## src/design/bucket_hash_table_overflow_chain_defines.svh

```systemverilog
// Assertion macros shared by the hash table RTL.
// No dependencies; included by the top level, the only file that carries assertions.
`ifndef BUCKET_HASH_TABLE_OVERFLOW_CHAIN_DEFINES_SVH
`define BUCKET_HASH_TABLE_OVERFLOW_CHAIN_DEFINES_SVH

// same-cycle implication
`define BHTOC_ASSERT_NOW(lbl, clk, rst_n, ante, cons) \
  lbl: assert property (@(posedge clk) disable iff (!rst_n) (ante) |-> (cons)) \
    else $error("assertion failed");

// next-cycle implication
`define BHTOC_ASSERT_NEXT(lbl, clk, rst_n, ante, cons) \
  lbl: assert property (@(posedge clk) disable iff (!rst_n) (ante) |=> (cons)) \
    else $error("assertion failed");

`endif

```

## src/design/bhtoc_pkg.sv

```systemverilog
// Types and constants of the bucket hash table.
// No dependencies.
package bhtoc_pkg;

  localparam int KEY_W      = 32;
  localparam int NB_W       = 7;
  localparam int NS_W       = 4;
  localparam int POS_W      = 10;
  localparam int READS_W    = 10;
  localparam int CFG_IDX_W  = 1;
  localparam int CFG_DATA_W = 7;

  localparam logic OP_INSERT = 1'b0;
  localparam logic OP_LOOKUP = 1'b1;

  localparam logic [1:0] STAT_OK       = 2'd0;
  localparam logic [1:0] STAT_NOTFOUND = 2'd1;
  localparam logic [1:0] STAT_FULL     = 2'd2;
  localparam logic [1:0] STAT_KEYZERO  = 2'd3;

  localparam logic [CFG_IDX_W-1:0] REG_NUM_BUCKETS  = 1'b0;
  localparam logic [CFG_IDX_W-1:0] REG_BUCKET_SLOTS = 1'b1;

  localparam logic [NB_W-1:0] NB_RESET = 7'd64;
  localparam logic [NS_W-1:0] NS_RESET = 4'd8;

  typedef enum logic [3:0] {
    ST_CLEAR, ST_IDLE, ST_DIV, ST_BASE, ST_RD, ST_CHK, ST_WR_NEW, ST_WR_TAIL, ST_DONE
  } state_t;

  typedef enum logic [1:0] {PH_SCAN, PH_TAIL, PH_LOOK} phase_t;

  typedef struct packed {
    logic             start;
    logic             neg;
    logic [KEY_W-1:0] mag;
    logic [NB_W-1:0]  div;
  } rem_req_t;

  typedef struct packed {
    logic            done;
    logic [NB_W-1:0] bucket;
  } rem_rsp_t;

endpackage

```

## src/design/bhtoc_rem.sv

```systemverilog
// Bit-serial remainder unit: bucket = key mod num_buckets, non-negative.
// Depends on bhtoc_pkg. 32 iterations, one quotient bit per cycle.
module bhtoc_rem import bhtoc_pkg::*; (
  input  logic     clk,
  input  logic     rst_n,
  input  rem_req_t req,
  output rem_rsp_t rsp
);
  localparam int CNT_W = $clog2(KEY_W);

  logic             busy_r, busy_nxt;
  logic             done_r, done_nxt;
  logic [CNT_W-1:0] cnt_r, cnt_nxt;
  logic [KEY_W-1:0] dvd_r, dvd_nxt;
  logic [NB_W-1:0]  rem_r, rem_nxt;
  logic [NB_W-1:0]  div_r, div_nxt;
  logic             neg_r, neg_nxt;
  logic [NB_W:0]    trial;

  always_comb begin
    busy_nxt = busy_r;
    done_nxt = 1'b0;
    cnt_nxt  = cnt_r;
    dvd_nxt  = dvd_r;
    rem_nxt  = rem_r;
    div_nxt  = div_r;
    neg_nxt  = neg_r;
    trial    = {rem_r, dvd_r[KEY_W-1]};
    if (req.start) begin
      busy_nxt = 1'b1;
      cnt_nxt  = '0;
      dvd_nxt  = req.mag;
      rem_nxt  = '0;
      div_nxt  = req.div;
      neg_nxt  = req.neg;
    end else if (busy_r) begin
      dvd_nxt = {dvd_r[KEY_W-2:0], 1'b0};
      if (trial >= {1'b0, div_r}) rem_nxt = NB_W'(trial - {1'b0, div_r});
      else rem_nxt = NB_W'(trial);
      cnt_nxt = cnt_r + 1'b1;
      if (cnt_r == CNT_W'(KEY_W - 1)) begin
        busy_nxt = 1'b0;
        done_nxt = 1'b1;
      end
    end
  end

  always_ff @(posedge clk) begin
    if (!rst_n) begin
      busy_r <= 1'b0;
      done_r <= 1'b0;
    end else begin
      busy_r <= busy_nxt;
      done_r <= done_nxt;
    end
    cnt_r <= cnt_nxt;
    dvd_r <= dvd_nxt;
    rem_r <= rem_nxt;
    div_r <= div_nxt;
    neg_r <= neg_nxt;
  end

  // negative key with nonzero remainder wraps to divisor - remainder
  assign rsp.done   = done_r;
  assign rsp.bucket = (neg_r && rem_r != '0) ? div_r - rem_r : rem_r;

endmodule

```

## config.mk

```make
export PLATFORM = sky130hd
export DESIGN_NAME = bhtoc_rem
export DESIGN_NICKNAME = d
export VERILOG_FILES = /design/src/design/bucket_hash_table_overflow_chain_defines.svh /design/src/design/bhtoc_pkg.sv /design/src/design/bhtoc_rem.sv
export SDC_FILE = /design/constraint.sdc
export NUM_CORES = 1
export LEC_CHECK = 0
export BUFFER_PORTS_ARGS = -buffer_cell sky130_fd_sc_hd__buf_2
export CAP_MARGIN = 20
export CELL_PAD_IN_SITES_DETAIL_PLACEMENT = 1
export CELL_PAD_IN_SITES_GLOBAL_PLACEMENT = 1
export CORE_ASPECT_RATIO = 1.5
export CORE_MARGIN = 1.5
export CORE_UTILIZATION = 40
export CTS_BUF_LIST = sky130_fd_sc_hd__clkbuf_2
export CTS_CLUSTER_DIAMETER = 30
export DETAILED_ROUTE_END_ITERATION = 8
export GPL_TIMING_DRIVEN = 0
export PLACE_DENSITY = 0.79
export SYNTH_ARGS = -nofsm -noshare
export SYNTH_HDL_FRONTEND = slang
export SYNTH_SLANG_ARGS = --single-unit
```

## constraint.sdc

```tcl
create_clock -name clk -period 3.7 [get_ports clk]
set_input_delay 0.74 -clock clk [delete_from_list [all_inputs] [get_ports clk]]
set_output_delay 0.74 -clock clk [all_outputs]
set_load 0.05 [all_outputs]
```

==> impl_metrics.yaml, run 1 <==
global_routing:
  grt_max_degree: 33
  track_usage_pct: 17.01
  grt_pass1_vias: 2181
  grt_pass1_wl_um: 10120
  antenna_found_initial: 0
  gr-total-overflow: 0
final_layout:
  final_cell_mix: "buf_2 (51), edfxtp_1 (40), mux2_2 (32)"
  diodes: 0
  fin_area_um2: 3264
  final_common_cell: "buf_2"
  n_fill_cell: 771
  synthToLayoutAreaGrowth_pct: 14.48
  drive_gt1_share_pct: 33.56
  layout.nets: 354
timing:
  final.setup.tns_ns: 0
  hold_viol: 0
  period_minus_slack_ns: 3.406
  worst_slack_ns: 0.2940
  period_share_pct: 92.05
  worstMarginPinSlew_ns: 0.7252
  rsz0062_at_grt: "false"
  slew_viol_final: 0
  final-setup-viol-count: 0
  max-slew-margin-rel_pct: 51.66
  max_freq_mhz: 293.6
  fin_worst_skew_ns: 0.03877
clock_network:
  cts.hold.buffers_added: 0
  clkTransAtPathRegs_ns: 0.28
  max-clock-path-buffers: 2
  cts_tree: "yes"
  cts_sinks: 54
  root_buffer: "clkbuf_2"
  htreeDepth: 2
  clk_latency_ns: 0.44
  numCtsBuffers: 5
placement:
  dp_slack_ns: 0.6612
  place_congestion: 0.8026
  placed_area_um2: 3199
  io_buffers: 50
  dp_hpwl_um: 4678
route:
  vias_per_cell: 5.383
  vias: 2008
  drc: 0
  wirelength_um: 5995
  drt_iter0_markers: 79
  ant_nets: 0
  drtPass1Iterations: 4
  detail_route.wl_per_cell_um: 16.07
critical_path:
  startpoint_type: "flip-flop"
  cp-end-kind: "output pin"
  worst-path-max-fanout: 4
  crit_arrival_ns: 2.67
  crit_path_frequent_cell: "a21oi_1"
  reg2reg_slack_ns: 1.31
  critPathKind: "reg2out"
  cpMaxStageDelayCell: "or4_1"
  rr_endpoint: "rem_r[3]$_SDFFE_PP0P_"
  critPathMaxStageDelay_ns: 0.48
  path_cells: "inv_1, ha_1, nand2b_1, a21oi_1, or4_1, a21oi_1, xor2_1, buf_2"
  r2r-start: "dvd_r[31]$_DFFE_PP_"
  ff2ff_path_depth: 10
  worst-endpoint-required_ns: 2.96
min_path:
  holdPathEnd: "div_r[3]$_DFFE_PP_"
  hold_path_startpoint: "req[3]"
  hp-class: "in2reg"
  whs_path_depth: 1
flow_run:
  maxCapViolations: 0
floorplan:
  boundaryPins: 51
  die_h_um: 106.4
  die-area_um2: 7655
  num_rows: 37
  coreArea_um2: 6898
  start_util_pct: 41.34
  dieWidth_um: 71.94
status:
  outcome: "complete, no violations"
power_and_ir_drop:
  power.leakage_nw: 1.356
  peakVddDrop_mv: 0.2309
  p_per_area_nw_per_um2: 441.9
logic_synthesis:
  synth_cell_type_count: 43
  syn-num-nets: 297
  synth_flop_cell: "edfxtp_1"
  synth_edf_count: 40
  avgSynthCellArea_um2: 12.03
  ys_seq_area_share_pct: 51.95
  ys_warn_count: 0
  synthCells: 237
  netlist_area_um2: 2851
  synthArstFlopShare_pct: 0
  ys_ff_latch: 54
[layout make-up]
cell class	count	area [µm²]	share of cell area (%)
Inverter	17	63.81	1.955
Tap cell	78	97.59	2.990
Timing Repair Buffer	50	250.2	7.666
Clock buffer	6	30.03	0.9199
Buffer	10	50.05	1.533
Clock inverter	2	33.78	1.035
Sequential cell	54	1483	45.42
Multi-Input combinational cell	156	1256	38.48
[critical path, delay by kind of cell (launching register included)]
family | cells | cell delay [ns]
AND/OR/NAND/NOR | 2 | 0.60
flip-flops | 1 | 0.47
buffers and inverters | 2 | 0.40
adder cells (fa/ha/maj) | 1 | 0.36
AO/OA/AOI/OAI | 2 | 0.27
XOR/XNOR | 1 | 0.15
[power breakdown]
| part | leakage [nW] | total (mW) | internal (mW) | switching (mW) |
|---|---|---|---|---|
| logic | 0.800 | 0.401 | 0.161 | 0.239 |
| registers | 0.516 | 0.749 | 0.716 | 0.0322 |
| clock network | 0.0406 | 0.293 | 0.115 | 0.178 |
[registers in the layout (all words and copies together) (netlist names)]
register  cells
div_r         7
busy_r        1
rem_r         7
dvd_r        32
done_r        1
cnt_r         5
neg_r         1
[what timing repair did]
action / 4_1_cts / 5_1_grt
hold endpoints to repair: 0 / 0
resized for setup: 0 / 1
setup endpoints to repair: 0 / 1
buffers inserted: 0 / 0
[synth_stat cells (all sizes together) (4+ instances only)]
| library cell | n | share of area, % |
|---|---|---|
| edfxtp | 40 | 42 |
| mux2 | 32 | 13 |
| inv | 17 | 2.2 |
| ha | 15 | 6.6 |
| nor2 | 15 | 2.0 |
| dfxtp | 14 | 9.8 |
| nand2 | 12 | 1.6 |
| o21ai | 12 | 2.1 |
| xor2 | 9 | 2.8 |
| a21oi | 7 | 1.2 |
| a211oi | 6 | 1.9 |
| clkbuf | 6 | 0.79 |
| mux2i | 5 | 1.8 |
| nand3 | 5 | 0.88 |
| buf | 4 | 0.97 |
| nor2b | 4 | 0.88 |
[metal layers]
layer / routed length (µm) / global-route usage [%] / vias to the layer above
met4: 93 / 4.582 / 0
met2: 3383 / 32.61 / 42
li1: - / - / 973
met3: 216 / 3.318 / 7
met5: 0 / 0 / -
met1: 2301 / 18.46 / 986
[kinds of logic (layout without fill, tap and decap cells)]
kind of cell | after synthesis | after routing | synth area share (%)
compound gates | 38 | 38 | 8.995
fa+ha+maj | 17 | 17 | 7.986
flops | 54 | 54 | 51.95
xor+xnor | 11 | 11 | 3.379
buf+inv | 27 | 85 | 3.993
simple gates | 53 | 53 | 9.302
mux | 37 | 37 | 14.39
[per-stage QoR]
stage	instances	utilization (%)	total power, mW	hold slack, ns
global route	373	47.32	1.523	0.4099
detailed placement	365	46.38	1.166	0.5002
finish	373	47.32	1.442	0.4466
CTS	373	47.31	1.457	0.4391
global placement	365	46.38	1.151	0.4824
floorplan	237	-	1.054	0.4673
[worst max-delay path by stage]
stage	from	end	slack (ns)	cells after the start
after floorplan	rem_r[0]$_SDFFE_PP0P_	rsp[4]	0.41	7
after global placement	rem_r[0]$_SDFFE_PP0P_	rsp[6]	0.72	8
after detailed placement	rem_r[0]$_SDFFE_PP0P_	rsp[6]	0.66	8
after CTS	rem_r[0]$_SDFFE_PP0P_	rsp[6]	0.14	8
after global routing	div_r[0]$_DFFE_PP_	rsp[6]	0.08	9
final	rem_r[2]$_SDFFE_PP0P_	rsp[6]	0.29	8
No activity file was read; power rests on OpenSTA's default activity.
==> run 2, diff against run 1 <==
- PLACE_DENSITY: 0.79 -> 0.82
- clock period: 3.7 -> 2.97 ns (I/O delays scaled with it)
==> impl_metrics.yaml, run 2 (same netlist as run 1, synthesis figures left out) <==
timing:
  worstMarginPinSlew_ns: 0.7447
  period_share_pct: 102.8
  max_freq_mhz: 327.4
  max-slew-margin-rel_pct: 50.35
  period_minus_slack_ns: 3.054
  fin_worst_skew_ns: 0.02185
  worst_slack_ns: -0.08404
  hold_viol: 0
  final-setup-viol-count: 2
  slew_viol_final: 0
  rsz0062_at_grt: "true"
power_and_ir_drop:
  power.total_mw: 1.864
  p_per_area_nw_per_um2: 544.4
  power.leakage_nw: 1.403
  peakVddDrop_mv: 0.4226
global_routing:
  grt_use_met2_pct: 34.52
  busiest_layer: "met2"
  grt_pass1_vias: 2227
  antenna_found_initial: 0
  met3_usage_pct: 3.886
  track_usage_pct: 17.99
  grt_use_met1_pct: 17.92
  grt_max_degree: 33
  grt_pass1_wl_um: 10560
  gr-total-overflow: 0
min_path:
  hp-class: "in2reg"
final_layout:
  final_cell_mix: "buf_2 (49), edfxtp_1 (40), mux2_2 (32)"
  fin_util_pct: 49.63
  largest_reg_flops: 32
  layout.nets: 360
  n_fill_cell: 761
  largest-register: "dvd_r"
  diodes: 0
  reg.largest.list: "dvd_r (32), div_r (7), rem_r (7)"
  final_common_cell: "buf_2"
  synthToLayoutAreaGrowth_pct: 20.05
  drive_gt1_share_pct: 41.20
floorplan:
  num_rows: 37
  die_h_um: 106.4
  boundaryPins: 51
  dieWidth_um: 71.94
  die-area_um2: 7655
  start_util_pct: 41.34
  coreArea_um2: 6898
critical_path:
  endpoint: "rsp[6]"
  critPathKind: "reg2out"
  critPathMaxStageDelay_ns: 0.46
  crit_arrival_ns: 2.46
  reg2reg_slack_ns: 0.52
  cp-startpoint: "div_r[0]$_DFFE_PP_"
  rr_endpoint: "rem_r[3]$_SDFFE_PP0P_"
  worst-endpoint-required_ns: 2.38
  cpMaxStageDelayCell: "edfxtp_1"
  cp-end-kind: "output pin"
  ff2ff_path_depth: 10
  startpoint_type: "flip-flop"
  path_cells: "inv_2, ha_4, fa_2, nand2b_4, a21oi_2, or4_4, a21oi_4, xor2_2, buf_6"
  worst-path-max-fanout: 2
  r2r-start: "dvd_r[31]$_DFFE_PP_"
clock_network:
  max-clock-path-buffers: 2
  htreeDepth: 2
  cts_sinks: 54
  root_buffer: "clkbuf_2"
  clkTransAtPathRegs_ns: 0.25
  cts_tree: "yes"
  cts.hold.buffers_added: 0
  numCtsBuffers: 5
  clk_latency_ns: 0.43
status:
  outcome: "finished with violations"
  violations: "setup timing"
route:
  detail_route.wl_per_cell_um: 17.18
  wirelength_um: 6512
  drt_iter0_markers: 82
  ant_nets: 0
  drc: 0
  drtPass1Iterations: 4
  vias: 2049
  vias_per_cell: 5.406
placement:
  dp_hpwl_um: 4763
  place_congestion: 0.7915
  io_buffers: 50
flow_run:
  maxCapViolations: 0
==> run 2: cell count changes in the layout (fill, tap and decap cells not counted), sizes merged <==
| cell | previous run | this run |
|---|---|---|
| buf | 54 | 60 |
| clkbuf | 12 | 13 |
| clkinv | 1 | 0 |
==> run 2: final cells by class <==
class / instances / area [µm²] / area share, %
multi-input cells: 156 / 1340 / 39.14
well taps: 78 / 97.59 / 2.851
clock inverters: 1 / 30.03 / 0.8772
inverters: 17 / 63.81 / 1.864
plain buffers: 10 / 51.30 / 1.499
flip-flops and latches: 54 / 1501 / 43.86
repair buffers: 56 / 304.0 / 8.882
clock buffers: 7 / 35.03 / 1.023
==> run 2: metal layers <==
metal / routed length [µm] / up-vias
li1: - / 988
met1: 2314 / 994
met2: 3753 / 50
met3: 266 / 17
met4: 177 / 0
met5: 0 / -
==> run 2: what timing repair did <==
action,4_1_cts,5_1_grt
setup buffers,4,2
endpoints found under the setup margin,6,6
gates resized for setup,21,8
pin swaps,5,3
==> run 2: metrics by stage <==
stage / setup slack, ns / area [µm²] / instances / hold WS, ns / TNS, ns
final: -0.08404 / 3423 / 379 / 0.3063 / -0.1002
after global routing: -0.1882 / 3423 / 379 / 0.2435 / -0.9223
after CTS: -0.09622 / 3376 / 377 / 0.2776 / -0.09622
after detailed placement: 0.06747 / 3207 / 365 / 0.5021 / 0
after global placement: 0.1238 / 3207 / 365 / 0.4806 / 0
after floorplan: 0.1675 / 2859 / 237 / 0.4673 / 0
==> run 2: power breakdown <==
group / internal [mW] / switching [mW]
Combinational: 0.235 / 0.325
Sequential: 0.893 / 0.0421
Clock: 0.150 / 0.220
Total: 1.28 / 0.586
==> run 2: worst min path at each step <==
stage / from / to / slack (ns) / cells past startpoint
final: req[3] / div_r[3]$_DFFE_PP_ / 0.31 / 1
after global routing: req[6] / div_r[6]$_DFFE_PP_ / 0.24 / 1
after CTS: req[3] / div_r[3]$_DFFE_PP_ / 0.28 / 1
after detailed placement: cnt_r[4]$_SDFFE_PP0P_ / cnt_r[4]$_SDFFE_PP0P_ / 0.50 / 2
after global placement: cnt_r[4]$_SDFFE_PP0P_ / cnt_r[4]$_SDFFE_PP0P_ / 0.48 / 2
after floorplan: cnt_r[4]$_SDFFE_PP0P_ / cnt_r[4]$_SDFFE_PP0P_ / 0.47 / 2
==> run 2: critical path, delay by kind of cell (launching register included) <==
kind / cells / cell delay [ns]
adder cells (fa/ha/maj): 2 / 0.35
AND/OR/NAND/NOR: 2 / 0.56
flip-flops: 1 / 0.46
XOR/XNOR: 1 / 0.15
AO/OA/AOI/OAI: 2 / 0.24
buffers and inverters: 2 / 0.26
==> run 3, diff against run 2 <==
- BUFFER_PORTS_ARGS: -buffer_cell sky130_fd_sc_hd__buf_2 -> -buffer_cell sky130_fd_sc_hd__buf_4
==> impl_metrics.yaml, run 3 (same netlist as run 1, synthesis figures left out) <==
timing:
  worstMarginPinSlew_ns: 0.7431
  final-setup-viol-count: 2
  max_freq_mhz: 324.8
  worst_slack_ns: -0.1092
  hold_viol: 0
  final.setup.tns_ns: -0.1776
  fin_worst_skew_ns: 0.03104
  hold_ws_ns: 0.2930
  period_share_pct: 103.7
  max-slew-margin-rel_pct: 50.46
  rsz0062_at_grt: "true"
  period_minus_slack_ns: 3.079
  slew_viol_final: 0
power_and_ir_drop:
  p_switching_mw: 0.5900
  p_clk_share_pct: 23.2
  p_per_area_nw_per_um2: 554.0
  peakVddDrop_mv: 0.5738
  power.leakage_nw: 1.450
  comb_power_share_pct: 29.2
  switching_share_pct: 29.97
  power.total_mw: 1.969
  pwr-share-seq_pct: 47.5
  internal-power_mw: 1.379
global_routing:
  grt_max_degree: 33
  gr-total-overflow: 0
  grt_pass1_vias: 2255
  antenna_found_initial: 0
  grt_pass1_wl_um: 10530
  track_usage_pct: 17.70
critical_path:
  worst-path-max-fanout: 2
  r2r-start: "div_r[0]$_DFFE_PP_"
  cp.depth: 9
  critPathMaxStageDelay_ns: 0.48
  startpoint_type: "flip-flop"
  cp-end-kind: "output pin"
  cpMaxStageDelayCell: "edfxtp_1"
  ff2ff_path_depth: 10
  reg2reg_slack_ns: 0.51
  worst-endpoint-required_ns: 2.38
  cp.buffers_inverters: 2
  cp_top_family: "simple AND/OR/NAND/NOR gates"
  rr_endpoint: "rem_r[5]$_SDFFE_PP0P_"
  cp-startpoint: "div_r[0]$_DFFE_PP_"
  critPathKind: "reg2out"
  crit_path_frequent_cell: "a21oi_2"
  endpoint: "rsp[6]"
  path_cells: "inv_2, ha_4, fa_2, nand2b_4, a21oi_2, or4_1, a21oi_2, xor2_2, buf_6"
  crit_arrival_ns: 2.49
min_path:
  hp-class: "in2reg"
route:
  top_layer_used: "met4"
  vias_per_cell: 5.348
  detail_route.wl_per_cell_um: 16.44
  drt_iter0_markers: 46
  wirelength_um: 6230
  vias: 2027
  drc: 0
  ant_nets: 0
  wl_met1_um: 2292
  met2_length_um: 3574
  wl_met3_um: 253
  drtPass1Iterations: 4
floorplan:
  coreArea_um2: 6898
  boundaryPins: 51
  start_util_pct: 41.34
  num_rows: 37
  dieWidth_um: 71.94
  die-area_um2: 7655
  die_h_um: 106.4
final_layout:
  largest-register: "dvd_r"
  reg.largest.list: "dvd_r (32), div_r (7), rem_r (7)"
  largest_reg_flops: 32
  n_fill_cell: 749
  fin_util_pct: 51.51
  final_cell_mix: "buf_4 (55), edfxtp_1 (40), mux2_2 (32)"
  layout.nets: 360
  drive_gt1_share_pct: 40.53
  synthToLayoutAreaGrowth_pct: 24.62
  final_common_cell: "buf_4"
  diodes: 0
clock_network:
  max-clock-path-buffers: 2
  clk_latency_ns: 0.44
  cts.hold.buffers_added: 0
  htreeDepth: 2
  numCtsBuffers: 5
  cts_tree: "yes"
  clkTransAtPathRegs_ns: 0.29
  cts_sinks: 54
  root_buffer: "clkbuf_2"
placement:
  dp_hpwl_um: 4727
  dp_slack_ns: 0.1173
  place_congestion: 0.8446
  io_buffers: 50
status:
  outcome: "finished with violations"
  violations: "setup timing"
flow_run:
  maxCapViolations: 0
run 3: power by group through the flow:
stage | clock network (mW) | registers [mW] | logic (mW)
final | 0.458 | 0.935 | 0.576
after global placement | 0 | 0.947 | 0.521
after floorplan | 0 | 0.932 | 0.385
after global routing | 0.506 | 0.946 | 0.629
after detailed placement | 0 | 0.950 | 0.539
after CTS | 0.475 | 0.936 | 0.560
run 3: worst min path at each step:
stage                                      from                    end  slack [ns]  depth (start not counted)
after floorplan           cnt_r[4]$_SDFFE_PP0P_  cnt_r[4]$_SDFFE_PP0P_        0.47                          2
after global placement    cnt_r[4]$_SDFFE_PP0P_  cnt_r[4]$_SDFFE_PP0P_        0.48                          2
after detailed placement  cnt_r[3]$_SDFFE_PP0P_  cnt_r[3]$_SDFFE_PP0P_        0.50                          2
after CTS                                req[1]     div_r[1]$_DFFE_PP_        0.26                          1
after global routing                     req[1]     div_r[1]$_DFFE_PP_        0.23                          1
final                                    req[1]     div_r[1]$_DFFE_PP_        0.29                          1
run 3: stage by stage:
| step | area (µm²) | instances |
|---|---|---|
| finish | 3553 | 379 |
| detailed placement | 3332 | 365 |
| global placement | 3332 | 365 |
| CTS | 3490 | 376 |
| floorplan | 2859 | 237 |
| global route | 3553 | 379 |
run 3: cell type report:
cell class                      count  area, µm²  share of cell area, %
Sequential cell                    54       1501                  42.25
Buffer                             10      51.30                  1.444
Multi-Input combinational cell    156       1318                  37.08
Clock inverter                      3      68.82                  1.937
Timing Repair Buffer               56      427.9                  12.04
Inverter                           17      63.81                  1.796
Clock buffer                        5      25.02                 0.7042
Tap cell                           78      97.59                  2.746
run 3: worst reg2reg max path, stage by stage (launching register included):
cell	delay, ns
edfxtp_1	0.44
buf_4	0.12
ha_1	0.14
inv_1	0.05
fa_1	0.41
a211oi_2	0.26
o21ai_1	0.13
a41o_1	0.30
buf_6	0.16
o21a_1	0.18
a211oi_2	0.19
run 3: timing repair:
action | 4_1_cts | 5_1_grt
buffers inserted | 3 | 3
setup endpoints to repair | 5 | 6
resized for setup | 13 | 12
cloned | 0 | 0
pin swaps | 5 | 5
run 3: metal layers:
metal  track usage, %  vias up
met1            17.91      980
met4            6.199        0
li1                 -      989
met5                0        -
met3            4.171       11
met2            34.13       47
